`src/hw/rtl/rvad_pkg.sv`:
```
// ----------------------------------------------------------------------------
// rvad_pkg: shared types and constants of the RMS voice activity detector
// Holds the transaction payloads, the frame job that passes from the
// accumulator to the back end, and the fixed field widths.
// ----------------------------------------------------------------------------
package rvad_pkg;

	localparam int SAMPLE_W   = 16;
	localparam int SUM_W      = 39;
	localparam int CNT_W      = 9;
	localparam int TIME_W     = 48;
	localparam int THR_W      = 16;
	localparam int HOLD_W     = 24;
	localparam int RAD_W      = 32;
	localparam int ROOT_W     = 16;
	localparam int SQREM_W    = ROOT_W + 2;
	localparam int DIV_STEPS  = SUM_W;
	localparam int SQRT_STEPS = RAD_W / 2;
	localparam int ITER_W     = 6;
	localparam int CFG_IDX_W  = 2;
	localparam int CFG_DATA_W = 24;

	// Configuration register indexes
	localparam logic [CFG_IDX_W-1:0] CFG_RMS_THRESHOLD   = 2'd0;
	localparam logic [CFG_IDX_W-1:0] CFG_SILENCE_HOLD_US = 2'd1;

	localparam logic [THR_W-1:0]  THR_RESET  = 16'd500;
	localparam logic [HOLD_W-1:0] HOLD_RESET = 24'd1000000;

	typedef struct packed {
		logic signed [SAMPLE_W-1:0] sample;
		logic                       frame_last;
		logic [TIME_W-1:0]          time_us;
		logic                       link_up;
		logic                       start_ok;
		logic                       end_ok;
	} in_t;

	typedef struct packed {
		logic [ROOT_W-1:0] rms_level;
		logic              voiced;
		logic              activity_on;
		logic              start_event;
		logic              end_event;
		logic              forward_audio;
	} out_t;

	// One finished frame waiting for the divide, root and decision
	typedef struct packed {
		logic [SUM_W-1:0]  square_sum;
		logic [CNT_W-1:0]  sample_count;
		logic [TIME_W-1:0] time_us;
		logic              link_up;
		logic              start_ok;
		logic              end_ok;
	} job_t;

	typedef struct packed {
		logic [THR_W-1:0]  rms_threshold;
		logic [HOLD_W-1:0] silence_hold_us;
	} cfg_t;

endpackage

```
`src/hw/rtl/rvad_front.sv`:
```
// ----------------------------------------------------------------------------
// rvad_front: sample accumulator
// Squares each accepted sample into a running sum and count, and hands the
// totals of a frame to the job queue on the frame-end sample.
// ----------------------------------------------------------------------------
module rvad_front #(
	parameter int FRAME_SAMPLES = 320
) (
	input  logic                     clk,
	input  logic                     arst_n,
	input  logic                     sample_valid,
	output logic                     sample_stall,
	input  rvad_pkg::in_t            sample_data,
	output logic                     push,
	output rvad_pkg::job_t           push_job,
	input  logic                     queue_full
);

	localparam logic [rvad_pkg::CNT_W-1:0] FRAME_MAX = rvad_pkg::CNT_W'(FRAME_SAMPLES);

	logic [rvad_pkg::SUM_W-1:0] sum_q;
	logic [rvad_pkg::CNT_W-1:0] count_q;
	logic signed [31:0]         square;
	logic [rvad_pkg::SUM_W-1:0] sum_next;
	logic [rvad_pkg::CNT_W-1:0] count_next;
	logic                       accept;

	// Hold the sample side while the queue has no room for a frame
	assign sample_stall = queue_full;
	assign accept       = sample_valid && !sample_stall;

	assign square = sample_data.sample * sample_data.sample;

	// Accumulate only while the frame is below its sample limit
	always_comb begin
		sum_next   = sum_q;
		count_next = count_q;
		if (count_q < FRAME_MAX) begin
			sum_next   = sum_q + rvad_pkg::SUM_W'(unsigned'(square));
			count_next = count_q + 1'b1;
		end
	end

	assign push                  = accept && sample_data.frame_last;
	assign push_job.square_sum   = sum_next;
	assign push_job.sample_count = count_next;
	assign push_job.time_us      = sample_data.time_us;
	assign push_job.link_up      = sample_data.link_up;
	assign push_job.start_ok     = sample_data.start_ok;
	assign push_job.end_ok       = sample_data.end_ok;

	// Advance the totals, clear them at frame end
	always_ff @(posedge clk or negedge arst_n) begin
		if (!arst_n) begin
			sum_q   <= '0;
			count_q <= '0;
		end else if (accept) begin
			if (sample_data.frame_last) begin
				sum_q   <= '0;
				count_q <= '0;
			end else begin
				sum_q   <= sum_next;
				count_q <= count_next;
			end
		end
	end

endmodule

```
`src/hw/rtl/rvad_queue.sv`:
```
// ----------------------------------------------------------------------------
// rvad_queue: frame job queue
// Short first-in first-out buffer that decouples the accumulator from the
// divide, root and decision back end.
// ----------------------------------------------------------------------------
module rvad_queue #(
	parameter int DEPTH = 2
) (
	input  logic           clk,
	input  logic           arst_n,
	input  logic           push,
	input  rvad_pkg::job_t push_job,
	output logic           full,
	input  logic           pop,
	output rvad_pkg::job_t head_job,
	output logic           empty
);

	localparam int PTR_W = (DEPTH > 1) ? $clog2(DEPTH) : 1;
	localparam int LVL_W = $clog2(DEPTH + 1);
	localparam logic [PTR_W-1:0] PTR_LAST = PTR_W'(DEPTH - 1);
	localparam logic [LVL_W-1:0] LVL_FULL = LVL_W'(DEPTH);

	rvad_pkg::job_t      entry_q [DEPTH];
	logic [PTR_W-1:0]    wr_ptr_q;
	logic [PTR_W-1:0]    rd_ptr_q;
	logic [LVL_W-1:0]    level_q;
	logic                do_push;
	logic                do_pop;

	assign full     = (level_q == LVL_FULL);
	assign empty    = (level_q == '0);
	assign do_push  = push && !full;
	assign do_pop   = pop && !empty;
	assign head_job = entry_q[rd_ptr_q];

	// Store incoming jobs
	always_ff @(posedge clk) begin
		if (do_push) begin
			entry_q[wr_ptr_q] <= push_job;
		end
	end

	// Advance pointers and fill level
	always_ff @(posedge clk or negedge arst_n) begin
		if (!arst_n) begin
			wr_ptr_q <= '0;
			rd_ptr_q <= '0;
			level_q  <= '0;
		end else begin
			if (do_push) begin
				wr_ptr_q <= (wr_ptr_q == PTR_LAST) ? '0 : wr_ptr_q + 1'b1;
			end
			if (do_pop) begin
				rd_ptr_q <= (rd_ptr_q == PTR_LAST) ? '0 : rd_ptr_q + 1'b1;
			end
			if (do_push && !do_pop) begin
				level_q <= level_q + 1'b1;
			end else if (do_pop && !do_push) begin
				level_q <= level_q - 1'b1;
			end
		end
	end

endmodule

```
`src/hw/rtl/rvad_back.sv`:
```
// ----------------------------------------------------------------------------
// rvad_back: frame back end
// Divides the frame's square sum by its count one quotient bit a cycle,
// takes the integer square root two radicand bits a cycle, then runs the
// activity and hangover decision into the result register.
// ----------------------------------------------------------------------------
module rvad_back #(
	parameter int TIME_BITS = 48
) (
	input  logic           clk,
	input  logic           arst_n,
	input  rvad_pkg::cfg_t cfg,
	input  logic           job_ready,
	input  rvad_pkg::job_t job,
	output logic           job_pop,
	output logic           result_valid,
	input  logic           result_stall,
	output rvad_pkg::out_t result_data
);

	localparam int TW = TIME_BITS;
	localparam int DREM_W = rvad_pkg::CNT_W + 1;

	localparam logic [1:0] ST_IDLE = 2'd0;
	localparam logic [1:0] ST_DIV  = 2'd1;
	localparam logic [1:0] ST_SQRT = 2'd2;
	localparam logic [1:0] ST_EMIT = 2'd3;

	localparam logic [rvad_pkg::ITER_W-1:0] DIV_LAST  = rvad_pkg::ITER_W'(rvad_pkg::DIV_STEPS - 1);
	localparam logic [rvad_pkg::ITER_W-1:0] SQRT_LAST = rvad_pkg::ITER_W'(rvad_pkg::SQRT_STEPS - 1);

	logic [1:0]                      state_q;
	logic [rvad_pkg::ITER_W-1:0]     iter_q;

	// Frame job fields held for the decision
	logic [TW-1:0]                   now_q;
	logic                            link_q;
	logic                            start_ok_q;
	logic                            end_ok_q;

	// Divider: dividend shifts out, quotient shifts in
	logic [rvad_pkg::SUM_W-1:0]      dvd_q;
	logic [rvad_pkg::CNT_W-1:0]      dvs_q;
	logic [rvad_pkg::CNT_W-1:0]      drem_q;
	logic [DREM_W-1:0]               drem_shift;
	logic                            qbit;
	logic [DREM_W-1:0]               drem_diff;

	// Root: radicand shifts out two bits a step
	logic [rvad_pkg::RAD_W-1:0]      rad_q;
	logic [rvad_pkg::SQREM_W-1:0]    srem_q;
	logic [rvad_pkg::ROOT_W-1:0]     root_q;
	logic [rvad_pkg::SQREM_W-1:0]    srem_shift;
	logic [rvad_pkg::SQREM_W-1:0]    trial;
	logic                            rbit;

	// Activity state
	logic                            activity_q;
	logic                            pending_q;
	logic [TW-1:0]                   sstart_q;

	// Result register
	logic                            out_valid_q;
	rvad_pkg::out_t                  out_q;

	// Decision
	logic                            out_free;
	logic                            voiced;
	logic [TW-1:0]                   span_start;
	logic [TW-1:0]                   elapsed;
	logic                            hold_done;
	logic                            act_next;
	logic                            pend_next;
	logic [TW-1:0]                   sstart_next;
	logic                            start_ev;
	logic                            end_ev;
	logic                            fwd;

	assign job_pop      = (state_q == ST_IDLE) && job_ready;
	assign result_valid = out_valid_q;
	assign result_data  = out_q;
	assign out_free     = !out_valid_q || !result_stall;

	// One restoring divide step
	assign drem_shift = {drem_q, dvd_q[rvad_pkg::SUM_W-1]};
	assign qbit       = (drem_shift >= {1'b0, dvs_q});
	assign drem_diff  = drem_shift - {1'b0, dvs_q};

	// One digit-by-digit root step
	assign srem_shift = {srem_q[rvad_pkg::SQREM_W-3:0], rad_q[rvad_pkg::RAD_W-1 -: 2]};
	assign trial      = {root_q, 2'b01};
	assign rbit       = (srem_shift >= trial);

	// Activity and hangover decision on the finished root
	assign voiced     = (root_q >= cfg.rms_threshold);
	assign span_start = pending_q ? sstart_q : now_q;
	assign elapsed    = now_q - span_start;
	assign hold_done  = (elapsed >= TW'(cfg.silence_hold_us));

	always_comb begin
		act_next    = activity_q;
		pend_next   = pending_q;
		sstart_next = sstart_q;
		start_ev    = 1'b0;
		end_ev      = 1'b0;
		fwd         = 1'b0;
		if (link_q) begin
			if (voiced) begin
				pend_next = 1'b0;
				if (!activity_q && start_ok_q) begin
					act_next = 1'b1;
					start_ev = 1'b1;
				end
				fwd = activity_q || start_ok_q;
			end else if (activity_q) begin
				if (!pending_q) begin
					pend_next   = 1'b1;
					sstart_next = now_q;
				end
				if (hold_done && end_ok_q) begin
					act_next  = 1'b0;
					pend_next = 1'b0;
					end_ev    = 1'b1;
				end
			end
		end else begin
			act_next    = 1'b0;
			pend_next   = 1'b0;
			sstart_next = '0;
		end
	end

	// Sequence divide, root and decision
	always_ff @(posedge clk or negedge arst_n) begin
		if (!arst_n) begin
			state_q     <= ST_IDLE;
			iter_q      <= '0;
			activity_q  <= 1'b0;
			pending_q   <= 1'b0;
			sstart_q    <= '0;
			out_valid_q <= 1'b0;
		end else begin
			// Load a new result, or drop the one just taken
			if ((state_q == ST_EMIT) && out_free) begin
				out_valid_q <= 1'b1;
			end else if (out_valid_q && !result_stall) begin
				out_valid_q <= 1'b0;
			end
			case (state_q)
				ST_IDLE: begin
					if (job_ready) begin
						iter_q  <= '0;
						state_q <= ST_DIV;
					end
				end
				ST_DIV: begin
					if (iter_q == DIV_LAST) begin
						iter_q  <= '0;
						state_q <= ST_SQRT;
					end else begin
						iter_q <= iter_q + 1'b1;
					end
				end
				ST_SQRT: begin
					if (iter_q == SQRT_LAST) begin
						state_q <= ST_EMIT;
					end else begin
						iter_q <= iter_q + 1'b1;
					end
				end
				ST_EMIT: begin
					if (out_free) begin
						activity_q  <= act_next;
						pending_q   <= pend_next;
						sstart_q    <= sstart_next;
						state_q     <= ST_IDLE;
					end
				end
				default: begin
					state_q <= ST_IDLE;
				end
			endcase
		end
	end

	// Datapath registers
	always_ff @(posedge clk) begin
		case (state_q)
			ST_IDLE: begin
				dvd_q      <= job.square_sum;
				dvs_q      <= job.sample_count;
				drem_q     <= '0;
				now_q      <= TW'(job.time_us);
				link_q     <= job.link_up;
				start_ok_q <= job.start_ok;
				end_ok_q   <= job.end_ok;
			end
			ST_DIV: begin
				dvd_q  <= {dvd_q[rvad_pkg::SUM_W-2:0], qbit};
				drem_q <= qbit ? drem_diff[rvad_pkg::CNT_W-1:0]
				               : drem_shift[rvad_pkg::CNT_W-1:0];
				if (iter_q == DIV_LAST) begin
					rad_q  <= {dvd_q[rvad_pkg::RAD_W-2:0], qbit};
					srem_q <= '0;
					root_q <= '0;
				end
			end
			ST_SQRT: begin
				rad_q  <= {rad_q[rvad_pkg::RAD_W-3:0], 2'b00};
				srem_q <= rbit ? srem_shift - trial : srem_shift;
				root_q <= {root_q[rvad_pkg::ROOT_W-2:0], rbit};
			end
			ST_EMIT: begin
				if (out_free) begin
					out_q.rms_level     <= root_q;
					out_q.voiced        <= voiced;
					out_q.activity_on   <= act_next;
					out_q.start_event   <= start_ev;
					out_q.end_event     <= end_ev;
					out_q.forward_audio <= fwd;
				end
			end
			default: begin
				drem_q <= '0;
			end
		endcase
	end

endmodule

```
`src/hw/rtl/rms_voice_activity_detector_top.sv`:
```
// ----------------------------------------------------------------------------
// rms_voice_activity_detector_top: RMS voice activity detector
// Energy detector with a threshold and a silence hangover, fed by PCM
// samples and producing one result per frame.
// ----------------------------------------------------------------------------
// Samples are taken one per cycle unless stalled, and each is squared and
// summed as it arrives. The frame-end sample hands the sum and count to a
// two-entry job queue, and a back end works each frame off in order: it loads
// the job, runs the bit-serial divide of the sum by the count, takes the
// two-bit-per-step square root and runs the activity decision into the
// result register. The sample side stalls only when two frames are already
// waiting, as when frames arrive faster than the back end works them off.
// The frame mean uses the samples counted up to FRAME_SAMPLES; time stamps
// are taken modulo 2^TIME_BITS. Configuration writes are always accepted and
// must be made while the block is idle.
// ----------------------------------------------------------------------------
module rms_voice_activity_detector_top #(
	parameter int FRAME_SAMPLES = 320,
	parameter int TIME_BITS     = 48
) (
	input  logic                              clk,
	input  logic                              arst_n,
	input  logic                              sample_valid,
	output logic                              sample_stall,
	input  rvad_pkg::in_t                     sample_data,
	output logic                              result_valid,
	input  logic                              result_stall,
	output rvad_pkg::out_t                    result_data,
	input  logic                              cfg_valid,
	output logic                              cfg_ready,
	input  logic [rvad_pkg::CFG_IDX_W-1:0]    cfg_index,
	input  logic [rvad_pkg::CFG_DATA_W-1:0]   cfg_data
);

	rvad_pkg::cfg_t cfg_q;
	rvad_pkg::job_t push_job;
	rvad_pkg::job_t head_job;
	logic           push;
	logic           queue_full;
	logic           queue_empty;
	logic           pop;

	// Configuration registers
	assign cfg_ready = 1'b1;

	always_ff @(posedge clk or negedge arst_n) begin
		if (!arst_n) begin
			cfg_q.rms_threshold   <= rvad_pkg::THR_RESET;
			cfg_q.silence_hold_us <= rvad_pkg::HOLD_RESET;
		end else if (cfg_valid && cfg_ready) begin
			case (cfg_index)
				rvad_pkg::CFG_RMS_THRESHOLD: begin
					cfg_q.rms_threshold <= cfg_data[rvad_pkg::THR_W-1:0];
				end
				rvad_pkg::CFG_SILENCE_HOLD_US: begin
					cfg_q.silence_hold_us <= cfg_data[rvad_pkg::HOLD_W-1:0];
				end
				default: begin
					cfg_q <= cfg_q;
				end
			endcase
		end
	end

	rvad_front #(
		.FRAME_SAMPLES(FRAME_SAMPLES)
	) u_front (
		.clk         (clk),
		.arst_n      (arst_n),
		.sample_valid(sample_valid),
		.sample_stall(sample_stall),
		.sample_data (sample_data),
		.push        (push),
		.push_job    (push_job),
		.queue_full  (queue_full)
	);

	rvad_queue #(
		.DEPTH(2)
	) u_queue (
		.clk     (clk),
		.arst_n  (arst_n),
		.push    (push),
		.push_job(push_job),
		.full    (queue_full),
		.pop     (pop),
		.head_job(head_job),
		.empty   (queue_empty)
	);

	rvad_back #(
		.TIME_BITS(TIME_BITS)
	) u_back (
		.clk         (clk),
		.arst_n      (arst_n),
		.cfg         (cfg_q),
		.job_ready   (!queue_empty),
		.job         (head_job),
		.job_pop     (pop),
		.result_valid(result_valid),
		.result_stall(result_stall),
		.result_data (result_data)
	);

endmodule

```
`config.mk`:
```
export PLATFORM = sky130hd
export DESIGN_NAME = rms_voice_activity_detector_top
export DESIGN_NICKNAME = d
export VERILOG_FILES = /design/src/hw/rtl/rvad_pkg.sv /design/src/hw/rtl/rvad_front.sv /design/src/hw/rtl/rvad_queue.sv /design/src/hw/rtl/rvad_back.sv /design/src/hw/rtl/rms_voice_activity_detector_top.sv
export SDC_FILE = /design/constraint.sdc
export NUM_CORES = 2
export LEC_CHECK = 0
export BUFFER_PORTS_ARGS = -buffer_cell sky130_fd_sc_hd__buf_2
export CORE_MARGIN = 2
export CORE_UTILIZATION = 40
export CTS_CLUSTER_SIZE = 24
export DETAILED_ROUTE_END_ITERATION = 10
export MAX_ROUTING_LAYER = met4
export PLACE_DENSITY = 0.63
export SLEW_MARGIN = 20
export SYNTH_ARGS = -nofsm -noshare
export SYNTH_HDL_FRONTEND = slang
export SYNTH_SLANG_ARGS = --single-unit
```
`constraint.sdc`:
```
create_clock -name clk -period 7.5 [get_ports clk]
set_clock_uncertainty 0.2 [all_clocks]
set_input_delay 1.125 -clock clk [delete_from_list [all_inputs] [get_ports clk]]
set_output_delay 1.125 -clock clk [all_outputs]
set_load 0.005 [all_outputs]
```
# Word level (Yosys, flattened, before mapping)

Memory sizes are Yosys's and may differ from the RTL's.
Cells that the tools add are included.

Register bits: 344
Memory bits (writable): 198
Word-level logic and storage cells: 146
Memories kept: 1

$add $sub $neg: 10
$mul: 1
Order comparisons: 5
Equality and inequality tests: 15
Muxes and demuxes: 45
Bitwise gates (word level): 2
Reductions and logical operators: 38

Memories:

| name            | words | bits a word | read ports | clocked after memory_dff | wr ports | RTL line         | text |
|---|---|---|---|---|---|---|---|
| u_queue.entry_q | 2     | 99          | 1          | 0                        | 1        | rvad_queue.sv:24 | `rvad_pkg::job_t entry_q [DEPTH];` |

Operator list:

| cell                  | number |
|---|---|
| $mux W48              | 4 |
| $mux W39              | 2 |
| $pmux W39 S2          | 1 |
| $pmux W16 S2          | 2 |
| $pmux W32 S2          | 1 |
| $ge A48 B24 Y1        | 1 |
| $mux W16              | 3 |
| $sub A48 B48 Y48      | 1 |
| $add A39 B32 Y39      | 1 |
| $mul A16 B16 Y32      | 1 |
| $mux W32              | 1 |
| $mux W9               | 3 |
| $ge A18 B18 Y1        | 1 |
| $mux W6               | 3 |
| $pmux W6 S3           | 1 |
| $pmux W9 S2           | 1 |
| $ge A16 B16 Y1        | 1 |
| $mux W1               | 16 |
| $sub A16 B16 Y16      | 1 |
| $mux W2               | 6 |
| $logic_and A1 B1 Y1   | 11 |
| $ge A10 B9 Y1         | 1 |
| $reduce_and A2 Y1     | 5 |
| $add A9 B1 Y9 const B | 1 |
| other kinds (23)      | 47 |

# Logic depth before layout (Yosys ltp)

Depth in word-level cells: 9
Depth in mapped cells: 39
Gate-level depth less buffers: 38

# Modules after synthesis

A second synthesis with hierarchy kept.

Cell total of the unflattened synthesis: 3380
Area total of the unflattened synthesis: 38202.9 sq um

Modules (own cells, without submodules):

| module                          | times used | cells an instance | area an instance (sq um) | sequential area each (sq um) |
|---|---|---|---|---|
| rvad_back                       | 1          | 1409              | 15200.8                  | 7272.0 |
| rvad_front                      | 1          | 1556              | 13610.6                  | 1201.2 |
| rvad_queue                      | 1          | 327               | 7840.0                   | 6045.8 |
| rms_voice_activity_detector_top | 1          | 88                | 1551.5                   | 1017.2 |

# Worst setup path before layout

Ideal clock, no wire load.

Path kind: input port to flip-flop
From: input sample_data[53] in the netlist's numbering
To: memory u_queue.entry_q[0][98] in the netlist's numbering, data pin
Data arrival time: 8.742 ns
Data required time: 7.022 ns
Slack: -1.720 ns
Cell stages on the path: 34
Path buffers: 2
Cell sequence: clkbuf_1 > clkbuf_1 > nand2_1 > fa_1 > fa_1 > fa_1 > inv_1 > fa_1 > fa_1 > inv_1 > fa_1 > inv_1 > ha_1 > a21o_1 > a21o_1 > a21oi_1 > nand3b_1 > o21ai_0 > nor2b_1 > o21a_1 > nor2_1 > nor2b_1 > o21ai_0 > a221oi_1 > ha_1 > a21o_1 > a21o_1 > a21oi_1 > o21ai_0 > o2111ai_1 > a211oi_1 > a311oi_1 > nor3_1 > xor2_1

RTL lines:

| item        | RTL line                              | text |
|---|---|---|
| from (decl) | rms_voice_activity_detector_top.sv:25 | `input rvad_pkg::in_t sample_data,` |
| to (decl)   | rvad_queue.sv:24                      |  |

# Worst setup path after layout

From: input sample_data[55] in the netlist's numbering
To: register u_front.sum_q[37] in the netlist's numbering

Longest elaborated chain between the ends: 4

Ends and longest elaborated chain:

| item                 | RTL line         | text |
|---|---|---|
| $mul A16 B16 Y32     | rvad_front.sv:32 | `assign square = sample_data.sample * sample_data.sample;` |
| $add A39 B32 Y39     | rvad_front.sv:39 | `sum_next = sum_q + rvad_pkg::SUM_W'(unsigned'(square));` |
| $mux W39             | rvad_front.sv:38 | `if (count_q < FRAME_MAX) begin` |
| $mux W39             | rvad_front.sv:58 | `if (sample_data.frame_last) begin` |
| to (signal assigned) | rvad_front.sv:62 | `sum_q <= sum_next;` |
| to (decl)            | rvad_front.sv:21 | `logic [rvad_pkg::SUM_W-1:0] sum_q;` |

Every way passes these cells.
A chain may end at the register's enable or synchronous reset.

==> impl_results.md <==
- Status: finished with violations
- Failing checks: negative setup slack
- DR pass1 iterations: 5
- Unrepaired setup endpoints after global routing: true
- Crit. End Element: register
- CTS Buffer Depth: 3
- Final setup viols: 55
- Ys async rst share: 0.2786
- Post-synth EDFFs: 391
- Top_reg_cell synth: edfxtp_1
- Final hold viol count: 0
- Post-Place Worst Slack: -1.521 ns
- Mapped Area: 36540 um2
- Final period util: 1.064
- Reg clk slew, reported paths: 0.06 ns
- Critical Path AT: 8.25 ns
- Total track usage: 0.1729
- Fmax: 125.3 MHz
- Final wirelength: 78.41 mm
- Synth Register Bits: 542
- Core ar.: 90290 um2
- Min-Delay Path Class: reg2reg
- Top Ports: 123
- Rows: 110
- Most Frequent Cell on Critical Path: fa_1
- Worst EP required: 7.77 ns
- Routed Antenna Nets: 0
- # hold bufs at CTS: 0
- Worst Max-Slew Pin Slew: 1.016 ns
- Total Neg Setup Slack: -17.06 ns
- Fraction of layout cells with a size suffix above 1: 0.2361
- CP startpoint kind: input port
- Synth top area share: 0.3214
- Initial antenna violation count: 2
- Avg Cell Area, Syn: 11.05 um2
- Layout area overhead: 19.59%
- Most common cell after layout, fill and taps aside: inv_1
- Slew headroom: 0.3225
- DR vias: 24690
- Ys Warns: 0
- WL/cell: 15.99 um
- Pin count of the biggest net entering global routing: 82
- Critical path class: in2reg
- Commonest non-fill, non-tap cells in the layout: inv_1 (407), edfxtp_1 (391), buf_4 (296)
- CTS tree: done
- Crit path time final: 7.981 ns
- Detailed router's first-iteration violation count: 1421
- Synth area leader: edfxtp_1
- Synth top area cells: edfxtp_1 (32%), fa_1 (13%), dfrtp_1 (9.5%)
- Slew Limit Fails: 0
- Synth Instances: 3306
- Maximum level of the CTS H-tree: 2
- Num CTS Buffers: 55
- Max stage delay on crit path: 0.55 ns
- Global-route wire length before repair: 130.0 mm
- Max Cap Viol: 0
- Total clock sinks: 542
- Nets: 4260
- Fin util: 0.4839
- Initial core utilization: 0.4047
- Chip Width: 306.2 um
- Total congestion overflow: 0
- CP max FO: 13
- Skew-Pair Late Insertion Delay: 0.63 ns
- Unique masters post-synth: 84
- Die Height: 306.2 um
- Crit-path slowest cell: fa_1
- Final WS setup: -0.4814 ns
- DR vias/cell: 5.034
- GP Congestion: 0.9184
- Root Buffer: clkbuf_16
- Die ar.: 93770 um2
- Port Buffers: 121
- Syn nets: 3886
- Via count of the first global-routing pass: 25250
- Seq/Total Area, Yosys: 0.4252
- DRC viols: 0
- Final HPWL DP: 58.96 mm
-- area by class of cell --
| cell class | instances | area, um2 |
|---|---|---|
| Antenna cell | 2 | 5.005 |
| Clock buffer | 75 | 1575 |
| Clock inverter | 29 | 375.4 |
| Fill cell | 8213 | 46590 |
| Inverter | 438 | 1660 |
| Multi-Input combinational cell | 2204 | 19820 |
| Sequential cell | 542 | 15540 |
| Tap cell | 1176 | 1471 |
| Timing Repair Buffer | 439 | 3244 |
-- layer usage --
layer / track usage / routed length [um] / vias to the layer above
li1: - / - / 12150
met1: 0.2361 / 37340 / 12030
met2: 0.2785 / 36440 / 412
met3: 0.01825 / 3058 / 98
met4: 0.04013 / 1574 / 0
met5: - / 0 / -
-- worst max-delay path: cells and delay by family --
family / cells / cell delay [ns]
AOI/OAI and AO/OA: 10 / 1.65
xor gates and xnor gates: 1 / 0.13
adders and majority gates: 8 / 3.62
buffers and inverters: 8 / 0.79
muxes: 1 / 0.21
and+or+nand+nor: 4 / 0.69
-- synth_stat cells (all sizes together), types with 46 or more instances --
library cell and instances:
o21ai 221, clkbuf 107, fa 240, ha 241
and2 64, nor2 153, xor2 46, a21oi 125
inv 436, dfrtp 138, mux2 116, nand2 305
a21o 71, edfxtp 391, mux2i 113, xnor2 91
-- worst paths after layout --
kind / slack [ns] / start / cells past startpoint / endpoint
setup / recovery: -0.48 / sample_data[55] / 32 / u_front.sum_q[37]
setup reg to reg: 0.88 / u_back.pending_q / 21 / u_back.result_data[1]
hold reg to reg: 0.27 / u_back.root_q[0] / 0 / u_back.result_data[5]
min in group asynchronous: 0.29 / arst_n / 1 / cfg_q[13]
hold / removal: 0.27 / u_back.root_q[0] / 0 / u_back.result_data[5]
max in group asynchronous: 5.46 / arst_n / 2 / u_queue.rd_ptr_q
-- stage by stage --
step / cell area [um2] / hold WS (ns) / std cells
floorplan: 37070 / 0.2418 / 3306
global route: 43690 / 0.3004 / 4905
finish: 43690 / 0.2689 / 4905
detailed placement: 40740 / 0.2608 / 4766
CTS: 43310 / 0.2743 / 4893
global placement: 40740 / 0.2610 / 4766
-- registers in the layout (all words and copies together) (netlist names), 2 cells and up --
| signal | count |
|---|---|
| u_back.state_q | 2 |
| u_back.dvd_q | 39 |
| u_back.drem_q | 9 |
| u_back.result_data | 21 |
| cfg_q | 40 |
| u_back.now_q | 48 |
| u_back.dvs_q | 9 |
| u_front.count_q | 9 |
| u_front.sum_q | 39 |
| u_back.sstart_q | 48 |
| u_queue.level_q | 2 |
| u_back.root_q | 16 |
| u_queue.entry_q | 198 |
| u_back.iter_q | 6 |
| u_back.rad_q | 32 |
| u_back.srem_q | 16 |
-- kinds of logic (layout without fill, tap and decap cells) --
family                     count (synthesis)  count (layout)  synth area share
other                                      1               3         0.0001026
and+or+nand+nor                          726             726           0.09246
DFF                                      542             542            0.4252
AOI/OAI and AO/OA                        630             630            0.1105
buffers and inverters                    560             981           0.05815
xor gates and xnor gates                 137             137           0.03284
adders and majority gates                481             481            0.2140
muxes                                    229             229           0.06671
-- what timing repair did --
action | CTS | global route
pin swaps | 65 | 70
cloned | 0 | 0
endpoints found under the hold margin | 0 | 0
endpoints found under the setup margin | 67 | 69
buffers inserted | 24 | 12
gates resized for setup | 111 | 77
Power is not shown: default switching activity piles up to over one toggle a cycle in this logic, so the estimate is an artifact.
